===== config.mk =====
export PLATFORM = sky130hd
export DESIGN_NAME = sprite_dirty_rect_tracker_core
export DESIGN_NICKNAME = d
export VERILOG_FILES = /design/src/rtl/sdrt_pkg.sv /design/src/rtl/sprite_dirty_rect_tracker_core.sv /design/src/rtl/sdrt_clamp.sv
export SDC_FILE = /design/constraint.sdc
export NUM_CORES = 2
export LEC_CHECK = 0
export ABC_AREA = 1
export BUFFER_PORTS_ARGS = -buffer_cell sky130_fd_sc_hd__buf_2
export CAP_MARGIN = 0
export CORE_MARGIN = 5
export CORE_UTILIZATION = 55
export CTS_CLUSTER_SIZE = 10
export DETAILED_ROUTE_END_ITERATION = 10
export GPL_ROUTABILITY_DRIVEN = 0
export MAX_ROUTING_LAYER = met4
export PLACE_DENSITY = 0.72
export SLEW_MARGIN = 20
export SYNTH_ARGS = -nofsm -noshare
export SYNTH_HDL_FRONTEND = slang
export SYNTH_SLANG_ARGS = --single-unit

===== constraint.sdc =====
create_clock -name i_clk -period 19.9 [get_ports i_clk]
set_clock_uncertainty 0.2 [all_clocks]
set_input_delay 1.99 -clock i_clk [delete_from_list [all_inputs] [get_ports i_clk]]
set_output_delay 1.99 -clock i_clk [all_outputs]
set_load 0.01 [all_outputs]

===== src/rtl/sdrt_pkg.sv =====
// ----------------------------------------------------------------------------
// sdrt_pkg
// Shared types, codes and small helpers of the sprite dirty-rectangle tracker.
// ----------------------------------------------------------------------------
package sdrt_pkg;

    localparam int SDRT_SPRITES   = 8;
    localparam int SDRT_MARGIN    = 8;
    localparam int MAX_RESULTS    = 16;
    localparam int CFG_IDX_W      = 1;
    localparam logic [15:0] EVEN_MASK = 16'hFFFE;
    localparam logic [15:0] MAPW_RST  = 16'd160;
    localparam logic [15:0] MAPH_RST  = 16'd100;

    localparam logic [CFG_IDX_W-1:0] CFG_MAP_W = 1'b0;
    localparam logic [CFG_IDX_W-1:0] CFG_MAP_H = 1'b1;

    localparam logic [2:0] CMD_ENABLE  = 3'd0;
    localparam logic [2:0] CMD_DISABLE = 3'd1;
    localparam logic [2:0] CMD_IMAGE   = 3'd2;
    localparam logic [2:0] CMD_MOVE    = 3'd3;
    localparam logic [2:0] CMD_DIRTY   = 3'd4;
    localparam logic [2:0] CMD_COMMIT  = 3'd5;

    localparam logic [1:0] RK_NONE  = 2'd0;
    localparam logic [1:0] RK_DRAW  = 2'd1;
    localparam logic [1:0] RK_ERASE = 2'd2;

    typedef enum logic [2:0] {
        ST_INACTIVE    = 3'd0,
        ST_DISABLING   = 3'd1,
        ST_ACTIVE      = 3'd2,
        ST_MOVING      = 3'd3,
        ST_POSITIONING = 3'd4
    } t_status;

    typedef struct packed {
        logic [2:0]         command;
        logic [2:0]         sprite_index;
        logic signed [15:0] pos_s;
        logic signed [15:0] pos_t;
        logic [7:0]         size_w;
        logic [7:0]         size_h;
        logic [15:0]        image_handle;
    } t_in;

    typedef struct packed {
        logic        accepted;
        logic [15:0] out_s;
        logic [15:0] out_t;
        logic [1:0]  rect_kind;
        logic [2:0]  rect_sprite;
        logic [15:0] rect_s;
        logic [15:0] rect_t;
        logic [8:0]  rect_w;
        logic [8:0]  rect_h;
        logic        last;
    } t_out;

    typedef struct packed {
        logic [15:0] s;
        logic [15:0] t;
        logic [8:0]  w;
        logic [8:0]  h;
    } t_rect;

    // width of an even-aligned span from lo to hi+w
    function automatic logic [8:0] span_w(logic [15:0] lo, logic [15:0] hi,
                                          logic [7:0] w);
        logic [16:0] e;
        e = ({1'b0, hi} + {9'd0, w} + 17'd1) & ~17'd1;
        return 9'(e - {1'b0, lo & EVEN_MASK});
    endfunction

    function automatic logic rect_hit(t_rect a, t_rect b);
        return ({1'b0, a.s} < ({1'b0, b.s} + {8'd0, b.w})) &&
               (({1'b0, a.s} + {8'd0, a.w}) > {1'b0, b.s}) &&
               ({1'b0, a.t} < ({1'b0, b.t} + {8'd0, b.h})) &&
               (({1'b0, a.t} + {8'd0, a.h}) > {1'b0, b.t});
    endfunction

endpackage


===== src/rtl/sprite_dirty_rect_tracker_core.sv =====
// ----------------------------------------------------------------------------
// sprite_dirty_rect_tracker_core
// Sprite table with status and redraw rectangles, driven by a command sequencer.
// ----------------------------------------------------------------------------
// Steps: enable clamps s, t, writes the entry; move clamps s, t, takes deltas,
//   writes spans; dirty rect tests each entry; commit checks overlaps, then erase
//   and draw per entry; it tests pairs j < i per active i, one pair per cycle.
// Throughput: one command at a time; ready is high only in idle. Each command
//   ends with one word in the output register; commit pushes one word per rect,
//   and output stalls add to the commit time.
// Reset: synchronous, active low; all sprites inactive, map 160 x 100.
// ----------------------------------------------------------------------------
module sprite_dirty_rect_tracker_core #(
    parameter int SPRITE_COUNT = sdrt_pkg::SDRT_SPRITES,
    parameter int MOVE_MARGIN  = sdrt_pkg::SDRT_MARGIN
) (
    input  logic                           i_clk,
    input  logic                           i_rst_n,
    input  logic                           i_in_valid,
    output logic                           o_in_ready,
    input  sdrt_pkg::t_in                  i_in,
    output logic                           o_out_valid,
    input  logic                           i_out_ready,
    output sdrt_pkg::t_out                 o_out,
    input  logic                           i_cfg_valid,
    output logic                           o_cfg_ready,
    input  logic [sdrt_pkg::CFG_IDX_W-1:0] i_cfg_index,
    input  logic [15:0]                    i_cfg_data
);
    import sdrt_pkg::*;

    localparam int IW = (SPRITE_COUNT > 1) ? $clog2(SPRITE_COUNT) : 1;
    localparam int CW = $clog2(SPRITE_COUNT + 1);
    localparam logic [CW-1:0] LAST_I = CW'(SPRITE_COUNT);
    localparam logic signed [16:0] MM = 17'(MOVE_MARGIN);

    typedef enum logic [4:0] {
        S_IDLE, S_EN_S, S_EN_T, S_EN_WR, S_DIS, S_IMG,
        S_MV_S, S_MV_T, S_MV_D, S_MV_X, S_MV_Y,
        S_DR, S_CM_I, S_CM_J, S_CM_E, S_CM_D, S_FIN
    } t_state;

    t_state r_state;

    // sprite table
    t_status     r_stat [SPRITE_COUNT];
    logic [7:0]  r_sw   [SPRITE_COUNT];
    logic [7:0]  r_sh   [SPRITE_COUNT];
    logic [15:0] r_ss   [SPRITE_COUNT];
    logic [15:0] r_st   [SPRITE_COUNT];
    t_rect       r_buf  [SPRITE_COUNT];
    t_rect       r_ers  [SPRITE_COUNT];

    logic [15:0] r_mapw, r_maph;
    t_in         r_in;
    logic [15:0] r_s, r_t;
    logic        r_near, r_skip, r_dsle, r_dtle;
    logic [CW-1:0] r_i, r_j;
    logic [4:0]  r_cnt;
    logic        r_acc;
    logic [15:0] r_os, r_ot;
    t_rect       r_cur;
    t_out        r_pend;
    logic        r_pend_v;
    t_out        r_out;
    logic        r_out_v;

    // single read port into the table
    logic [IW-1:0] w_ra;
    t_status       w_st;
    logic [7:0]    w_sw, w_sh;
    logic [15:0]   w_ss, w_sst;
    t_rect         w_buf;
    t_rect         w_ers;
    logic          w_idx_ok;

    always_comb begin
        unique case (r_state)
            S_DR, S_CM_I, S_CM_E, S_CM_D: w_ra = r_i[IW-1:0];
            S_CM_J:                       w_ra = r_j[IW-1:0];
            default:                      w_ra = IW'(r_in.sprite_index);
        endcase
    end

    assign w_st  = r_stat[w_ra];
    assign w_sw  = r_sw[w_ra];
    assign w_sh  = r_sh[w_ra];
    assign w_ss  = r_ss[w_ra];
    assign w_sst = r_st[w_ra];
    assign w_buf = r_buf[w_ra];
    assign w_ers = r_ers[w_ra];
    assign w_idx_ok = (6'(i_in.sprite_index) < 6'(SPRITE_COUNT));

    // shared clamp unit
    logic signed [15:0] w_cv;
    logic [15:0]        w_cmap;
    logic [7:0]         w_csz;
    logic [15:0]        w_cpos;

    always_comb begin
        unique case (r_state)
            S_EN_S:  begin w_cv = r_in.pos_s; w_cmap = r_mapw; w_csz = r_in.size_w; end
            S_EN_T:  begin w_cv = r_in.pos_t; w_cmap = r_maph; w_csz = r_in.size_h; end
            S_MV_S:  begin w_cv = r_in.pos_s; w_cmap = r_mapw; w_csz = w_sw; end
            default: begin w_cv = r_in.pos_t; w_cmap = r_maph; w_csz = w_sh; end
        endcase
    end

    sdrt_clamp u_clamp (
        .i_v    (w_cv),
        .i_map  (w_cmap),
        .i_size (w_csz),
        .o_pos  (w_cpos)
    );

    // move deltas
    logic signed [16:0] w_ds, w_dt;
    assign w_ds = $signed({1'b0, r_s}) - $signed({1'b0, w_ss});
    assign w_dt = $signed({1'b0, r_t}) - $signed({1'b0, w_sst});

    // dirty rect hit test against entry r_i
    logic signed [17:0] w_rgt, w_bot, w_ps, w_pt;
    logic               w_dhit;
    always_comb begin
        w_ps  = {{2{r_in.pos_s[15]}}, r_in.pos_s};
        w_pt  = {{2{r_in.pos_t[15]}}, r_in.pos_t};
        w_rgt = w_ps + $signed({10'd0, r_in.size_w}) - 18'sd1;
        w_bot = w_pt + $signed({10'd0, r_in.size_h}) - 18'sd1;
        w_dhit = (w_st == ST_ACTIVE) &&
                 ($signed({2'b00, w_ss}) < w_rgt) &&
                 ($signed({2'b00, w_ss} + {10'd0, w_sw}) > w_ps) &&
                 ($signed({2'b00, w_sst}) < w_bot) &&
                 ($signed({2'b00, w_sst} + {10'd0, w_sh}) > w_pt);
    end

    // rectangle staging for commit
    logic  w_slot_free, w_stage_ok, w_room;
    t_out  w_new;
    assign w_slot_free = !r_out_v || i_out_ready;
    assign w_stage_ok  = !r_pend_v || w_slot_free;
    assign w_room      = (r_cnt < 5'(MAX_RESULTS));

    always_comb begin
        w_new             = '0;
        w_new.rect_sprite = 3'(r_i);
        if (r_state == S_CM_E) begin
            w_new.rect_kind = RK_ERASE;
            w_new.rect_s    = w_ers.s;
            w_new.rect_t    = w_ers.t;
            w_new.rect_w    = w_ers.w;
            w_new.rect_h    = w_ers.h;
        end else begin
            w_new.rect_kind = RK_DRAW;
            w_new.rect_s    = w_buf.s;
            w_new.rect_t    = w_buf.t;
            w_new.rect_w    = w_buf.w;
            w_new.rect_h    = w_buf.h;
        end
    end

    logic w_need_e, w_need_d;
    assign w_need_e = (w_st == ST_POSITIONING) || (w_st == ST_DISABLING);
    assign w_need_d = (w_st == ST_POSITIONING) || (w_st == ST_MOVING);

    // a word enters the output register: staged rect pushed out, or final word
    logic w_ld_e, w_ld_d, w_push;
    assign w_ld_e = (r_state == S_CM_E) && (r_i != LAST_I) && w_need_e && w_room &&
                    w_stage_ok;
    assign w_ld_d = (r_state == S_CM_D) && w_need_d && w_room && w_stage_ok;
    assign w_push = ((w_ld_e || w_ld_d) && r_pend_v) ||
                    ((r_state == S_FIN) && w_slot_free);

    // final word: last staged rect, or the plain acknowledge
    t_out w_fin;
    always_comb begin
        if (r_pend_v) begin
            w_fin = r_pend;
        end else begin
            w_fin          = '0;
            w_fin.accepted = r_acc;
            w_fin.out_s    = r_os;
            w_fin.out_t    = r_ot;
        end
        w_fin.last = 1'b1;
    end

    always_ff @(posedge i_clk) begin
        if (!i_rst_n) begin
            r_state  <= S_IDLE;
            r_out_v  <= 1'b0;
            r_pend_v <= 1'b0;
            r_mapw   <= MAPW_RST;
            r_maph   <= MAPH_RST;
            for (int k = 0; k < SPRITE_COUNT; k++) begin
                r_stat[k] <= ST_INACTIVE;
            end
        end else begin
            if (w_push) begin
                r_out_v <= 1'b1;
            end else if (i_out_ready) begin
                r_out_v <= 1'b0;
            end
            if (i_cfg_valid && o_cfg_ready) begin
                unique case (i_cfg_index)
                    CFG_MAP_W: r_mapw <= i_cfg_data;
                    CFG_MAP_H: r_maph <= i_cfg_data;
                    default:   ;
                endcase
            end

            unique case (r_state)
                S_IDLE: begin
                    if (i_in_valid) begin
                        r_in  <= i_in;
                        r_acc <= 1'b0;
                        r_os  <= 16'd0;
                        r_ot  <= 16'd0;
                        r_i   <= '0;
                        r_cnt <= '0;
                        unique case (i_in.command)
                            CMD_ENABLE:  r_state <= w_idx_ok ? S_EN_S : S_FIN;
                            CMD_DISABLE: r_state <= w_idx_ok ? S_DIS  : S_FIN;
                            CMD_IMAGE:   r_state <= w_idx_ok ? S_IMG  : S_FIN;
                            CMD_MOVE:    r_state <= w_idx_ok ? S_MV_S : S_FIN;
                            CMD_DIRTY:   r_state <= S_DR;
                            CMD_COMMIT:  r_state <= S_CM_I;
                            default:     r_state <= S_FIN;
                        endcase
                    end
                end

                S_EN_S: begin
                    if (w_st != ST_INACTIVE) begin
                        r_acc   <= (w_st == ST_MOVING);
                        r_state <= S_FIN;
                    end else begin
                        r_s     <= w_cpos;
                        r_state <= S_EN_T;
                    end
                end
                S_EN_T: begin
                    r_t     <= w_cpos;
                    r_state <= S_EN_WR;
                end
                S_EN_WR: begin
                    r_sw[w_ra]  <= r_in.size_w;
                    r_sh[w_ra]  <= r_in.size_h;
                    r_ss[w_ra]  <= r_s;
                    r_st[w_ra]  <= r_t;
                    r_buf[w_ra] <= '{s: r_s & EVEN_MASK, t: r_t,
                                     w: span_w(r_s, r_s, r_in.size_w),
                                     h: {1'b0, r_in.size_h}};
                    if (r_in.image_handle != 16'd0) begin
                        r_stat[w_ra] <= ST_MOVING;
                        r_acc        <= 1'b1;
                    end
                    r_state <= S_FIN;
                end

                S_DIS: begin
                    if (w_st >= ST_ACTIVE) begin
                        r_stat[w_ra] <= ST_DISABLING;
                        r_ers[w_ra]  <= w_buf;
                    end
                    r_state <= S_FIN;
                end

                S_IMG: begin
                    if (w_st == ST_ACTIVE) begin
                        r_stat[w_ra] <= ST_MOVING;
                        r_buf[w_ra]  <= '{s: w_ss & EVEN_MASK, t: w_sst,
                                          w: span_w(w_ss, w_ss, w_sw), h: {1'b0, w_sh}};
                    end
                    r_state <= S_FIN;
                end

                S_MV_S: begin
                    if (w_st < ST_ACTIVE) begin
                        r_state <= S_FIN;
                    end else begin
                        r_s     <= w_cpos;
                        r_state <= S_MV_T;
                    end
                end
                S_MV_T: begin
                    r_t     <= w_cpos;
                    r_state <= S_MV_D;
                end
                S_MV_D: begin
                    r_skip  <= (r_s == w_ss) && (r_t == w_sst) && (w_st != ST_MOVING);
                    r_near  <= (w_ds <= MM) && (w_ds >= -MM) && (w_dt <= MM) && (w_dt >= -MM);
                    r_dsle  <= (w_ds <= 17'sd0);
                    r_dtle  <= (w_dt <= 17'sd0);
                    r_state <= S_MV_X;
                end
                S_MV_X: begin
                    if (!r_skip) begin
                        if (r_near) begin
                            if (r_dsle) begin
                                r_buf[w_ra].s <= r_s & EVEN_MASK;
                                r_buf[w_ra].w <= span_w(r_s, w_ss, w_sw);
                            end else begin
                                r_buf[w_ra].s <= w_ss & EVEN_MASK;
                                r_buf[w_ra].w <= span_w(w_ss, r_s, w_sw);
                            end
                        end else begin
                            r_ers[w_ra].s <= w_ss & EVEN_MASK;
                            r_ers[w_ra].w <= span_w(w_ss, w_ss, w_sw);
                            r_buf[w_ra].s <= r_s & EVEN_MASK;
                            r_buf[w_ra].w <= span_w(r_s, r_s, w_sw);
                        end
                    end
                    r_state <= S_MV_Y;
                end
                S_MV_Y: begin
                    if (!r_skip) begin
                        if (r_near) begin
                            r_stat[w_ra] <= ST_MOVING;
                            if (r_dtle) begin
                                r_buf[w_ra].t <= r_t;
                                r_buf[w_ra].h <= 9'({1'b0, w_sst} + {9'd0, w_sh} - {1'b0, r_t});
                            end else begin
                                r_buf[w_ra].t <= w_sst;
                                r_buf[w_ra].h <= 9'({1'b0, r_t} + {9'd0, w_sh} - {1'b0, w_sst});
                            end
                        end else begin
                            r_stat[w_ra]  <= ST_POSITIONING;
                            r_ers[w_ra].t <= w_sst;
                            r_ers[w_ra].h <= {1'b0, w_sh};
                            r_buf[w_ra].t <= r_t;
                            r_buf[w_ra].h <= {1'b0, w_sh};
                        end
                        r_ss[w_ra] <= r_s;
                        r_st[w_ra] <= r_t;
                    end
                    r_acc   <= 1'b1;
                    r_os    <= r_s;
                    r_ot    <= r_t;
                    r_state <= S_FIN;
                end

                S_DR: begin
                    if (r_i == LAST_I) begin
                        r_state <= S_FIN;
                    end else begin
                        if (w_dhit) begin
                            r_stat[w_ra] <= ST_MOVING;
                            r_buf[w_ra]  <= '{s: w_ss & EVEN_MASK, t: w_sst,
                                              w: span_w(w_ss, w_ss, w_sw), h: {1'b0, w_sh}};
                        end
                        r_i <= r_i + 1'b1;
                    end
                end

                // commit, pass one: active sprites under a lower shown buffer
                S_CM_I: begin
                    if (r_i == LAST_I) begin
                        r_i     <= '0;
                        r_state <= S_CM_E;
                    end else if (w_st == ST_ACTIVE) begin
                        r_cur   <= w_buf;
                        r_j     <= '0;
                        r_state <= S_CM_J;
                    end else begin
                        r_i <= r_i + 1'b1;
                    end
                end
                S_CM_J: begin
                    if (r_j == r_i) begin
                        r_i     <= r_i + 1'b1;
                        r_state <= S_CM_I;
                    end else if ((w_st >= ST_ACTIVE) && rect_hit(w_buf, r_cur)) begin
                        r_stat[r_i[IW-1:0]] <= ST_MOVING;
                        r_i     <= r_i + 1'b1;
                        r_state <= S_CM_I;
                    end else begin
                        r_j <= r_j + 1'b1;
                    end
                end

                // commit, pass two: emit rectangles and settle
                S_CM_E: begin
                    if (r_i == LAST_I) begin
                        r_state <= S_FIN;
                    end else if (w_need_e && w_room) begin
                        if (w_stage_ok) begin
                            if (r_pend_v) begin
                                r_out <= r_pend;
                            end
                            r_pend   <= w_new;
                            r_pend_v <= 1'b1;
                            r_cnt    <= r_cnt + 1'b1;
                            r_state  <= S_CM_D;
                        end
                    end else begin
                        r_state <= S_CM_D;
                    end
                end
                S_CM_D: begin
                    if (w_need_d) begin
                        if (!w_room) begin
                            r_stat[w_ra] <= ST_ACTIVE;
                            r_i          <= r_i + 1'b1;
                            r_state      <= S_CM_E;
                        end else if (w_stage_ok) begin
                            if (r_pend_v) begin
                                r_out <= r_pend;
                            end
                            r_pend       <= w_new;
                            r_pend_v     <= 1'b1;
                            r_cnt        <= r_cnt + 1'b1;
                            r_stat[w_ra] <= ST_ACTIVE;
                            r_i          <= r_i + 1'b1;
                            r_state      <= S_CM_E;
                        end
                    end else begin
                        if (w_st == ST_DISABLING) begin
                            r_stat[w_ra] <= ST_INACTIVE;
                        end
                        r_i     <= r_i + 1'b1;
                        r_state <= S_CM_E;
                    end
                end

                // final word of the command, flagged last
                S_FIN: begin
                    if (w_slot_free) begin
                        r_out    <= w_fin;
                        r_pend_v <= 1'b0;
                        r_state  <= S_IDLE;
                    end
                end

                default: r_state <= S_IDLE;
            endcase
        end
    end

    assign o_in_ready  = (r_state == S_IDLE);
    assign o_out_valid = r_out_v;
    assign o_out       = r_out;
    // map registers change only between commands
    assign o_cfg_ready = (r_state == S_IDLE);

endmodule


===== src/rtl/sdrt_clamp.sv =====
// ----------------------------------------------------------------------------
// sdrt_clamp
// Shared position clamp: limits a signed position to [0, map - size].
// ----------------------------------------------------------------------------
module sdrt_clamp (
    input  logic signed [15:0] i_v,
    input  logic [15:0]        i_map,
    input  logic [7:0]         i_size,
    output logic [15:0]        o_pos
);
    logic signed [16:0] w_lim;
    logic [15:0]        w_lim_sat;

    always_comb begin
        w_lim     = $signed({1'b0, i_map}) - $signed({9'd0, i_size});
        w_lim_sat = w_lim[16] ? 16'd0 : w_lim[15:0];
        if (i_v[15]) begin
            o_pos = 16'd0;
        end else if ({1'b0, i_v} > {1'b0, w_lim_sat}) begin
            o_pos = w_lim_sat;
        end else begin
            o_pos = i_v;
        end
    end
endmodule


==> run summary <==
grt ovf - 0
Tot GR Track Use - 30.7%
period utilization - 55.2%
clock latency on the worst-skew pair - 820 ps
hold path cells - 2
Most used DFF post-synth - edfxtp_1
type of the tightest min-delay check - reg2reg
Area growth, synth to finish - 11.1%
sequential-to-total area share from yosys stat - 62.6%
global-route wire length before repair - 317,000 um
drt wl/cell - 24.9 um
Synth Instances - 6,593
Worst R2R Path Depth - 41
Pins Over Slew Limit - 0
CTS resizes - 0
Core Rows - 134
Max FO, Critical Path - 89
First DRT Iteration DRCs - 6,728
CP max-delay cell - a21oi_2
max-cap viol count - 0
setup violators final - 0
r2r startpoint - r_state[2]
Starting Density - 55.4%
Reg2Reg Setup Slack - 8920 ps
maximum VDD drop - 0.000115 V
IO buf count - 181
CTS clk-pin slew, worst paths - 50 ps
DR pass1 iterations - 6
number of synthesized register bits - 1,552
DIE AREA - 142,000 um2
Max-slew headroom - 19.9%
fmax - 91.1 MHz
hold path endpoint - r_mapw[5]
Routed Antenna Nets - 0
status - finished clean
final core area utilization - 61.5%
Synthesis Warnings - 0
reg-to-reg critical path endpoint - r_buf[7][17]
commonest non-fill, non-tap cells in the layout - edfxtp_1, nand2_1, inv_1, nor2_1, o21ai_0
critical path class - reg2reg
FILL cells - 10,400
Critical Path Max Stage Delay - 910 ps
Total Power - 12.1 mW
Slew @ Worst Pin - 1190 ps
commonest non-fill, non-tap cell in the layout - edfxtp_1
RSZ-0062 raised after global routing - no
Post-CTS Setup Bufs - 0
CP Launch Type - register
crit end category - register
minimum clock period - 10,980 ps
cell family with most CP delay - simple AND/OR/NAND/NOR gates
CTS tree - built
Worst Path Required - 20,190 ps
share of cells above drive strength 1 - 9.64%
drt drc - 0
final wirelength - 216,000 um
post-synthesis cell area - 73,900 um2
number of synthesized flops with an enable pin - 1,513
clock root buffer - clkbuf_16
Final nets - 7,305
clock sink count - 1,552
critical path buffer and inverter count - 8
clk buf depth - 3
io pins - 184
Worst path most repeated cell - nand2_1
# H-tree levels - 4
DP Wirelength - 144,000 um
Critical Path AT - 11,270 ps
Die Ht - 376 um
Netlist cell types - 68
Pwr Density - 147 nW/um2
vias in the first global route - 50,600
Setup TNS - 0 ps
initial antenna violation count - 7
drt via density - 6.14
share of flip-flops with an asynchronous set or reset - 0%
hold_sp - r_mapw[5]
core area - 133,000 um2
average size of a mapped cell - 11.2 um2
total CTS buffers - 179
hold_buf cts - 0
vias - 53,100
Die X - 376 um
Lkg Pwr - 32.1 nW
largest net degree at the start of global routing - 90
Final Hold Vio Count - 0
==> area by class of cell <==
| class | count | area, um2 | area share, % |
|---|---|---|---|
| sequential | 1552 | 46200 | 56.3 |
| antenna | 4 | 10.0 | 0.0122 |
| tap | 1768 | 2210 | 2.69 |
| clock buffer | 196 | 4570 | 5.57 |
| inverter | 714 | 2690 | 3.28 |
| multi-input combinational | 4089 | 24200 | 29.5 |
| clock inverter | 28 | 420 | 0.512 |
| timing repair buffer | 297 | 1780 | 2.16 |
==> cell usage after synthesis, drive strengths merged, types with 75 or more instances <==
| cell type | number | share of area, % |
|---|---|---|
| ha | 346 | 5.9 |
| xor2 | 138 | 1.6 |
| o22ai | 124 | 1.1 |
| buf | 98 | 0.80 |
| o21ai | 421 | 2.9 |
| clkbuf | 141 | 0.72 |
| inv | 703 | 3.6 |
| nand2 | 1273 | 6.6 |
| a22o | 75 | 0.89 |
| nor2 | 640 | 3.3 |
| a221oi | 130 | 1.5 |
| a21oi | 324 | 2.2 |
| nand3 | 112 | 0.82 |
| edfxtp | 1513 | 62 |
==> cell families (layout without fill, tap and decap cells) <==
family	count (synthesis)	in the layout	share of synthesized area, %
AO/OA/AOI/OAI	1285	1285	10.8
buffers and inverters	953	1235	5.15
multiplexers	5	5	0.0677
other	1	6	0.00508
XOR/XNOR	190	190	2.25
AND/OR/NAND/NOR	2227	2227	12.4
flip-flops	1552	1552	62.6
adder cells (fa/ha/maj)	380	380	6.78
==> sequential cells by signal (all words and copies together) (netlist names), 24 cells and up <==
name	flops
o_out	87
r_buf	384
r_cur	48
r_ers	384
r_in	67
r_pend	53
r_sh	64
r_ss	128
r_st	128
r_stat	24
r_sw	64
==> worst register-to-register path, delay by kind of cell, from the launching register on <==
kind / cells / cell delay (ps)
and+or+nand+nor: 23 / 4100
DFF: 1 / 420
xor gates and xnor gates: 1 / 210
buffers and inverters: 8 / 2850
AOI/OAI and AO/OA: 7 / 2060
adders and majority gates: 2 / 790
==> power breakdown <==
group	switching, mW	internal [mW]	total, mW
Clock	1.24	1.67	2.91
Combinational	3.52	1.56	5.08
Sequential	0.106	4.00	4.11
Total	4.87	7.24	12.1
==> worst max path at each step <==
| stage | from | endpoint | slack [ps] | cells after the start |
|---|---|---|---|---|
| 2_1_floorplan | i_rst_n | r_pend[11] | 11400 | 4 |
| 3_3_place_gp | r_state[2] | r_buf[7][12] | 9580 | 42 |
| 3_5_place_dp | r_state[2] | r_buf[7][12] | 9260 | 41 |
| 4_1_cts | r_state[2] | r_buf[7][36] | 9200 | 41 |
| 5_1_grt | r_state[2] | r_buf[7][11] | 8320 | 41 |
| 6_report | r_state[2] | r_buf[7][17] | 8920 | 41 |
==> through the flow <==
stage	worst slack (ps)	instance area, um2	std cells	hold slack [ps]
final	8920	82100	8648	258
after global routing	8320	82100	8646	281
after CTS	9200	82100	8644	257
after detailed placement	9260	77100	8420	243
after global placement	9580	77100	8420	238
after floorplan	11400	73900	6594	224
==> per-layer routing <==
layer | track usage (%) | up-vias | wire [um] | share of wire (%)
met1 | 40.5 | 25300 | 82600 | 38
li1 | - | 23700 | - | -
met2 | 45.6 | 3345 | 95200 | 44
met4 | 15.0 | 0 | 12700 | 5.9
met5 | - | - | 0 | 0
met3 | 6.68 | 650 | 25200 | 12
Note: power is estimated with default switching activity, not from simulation.
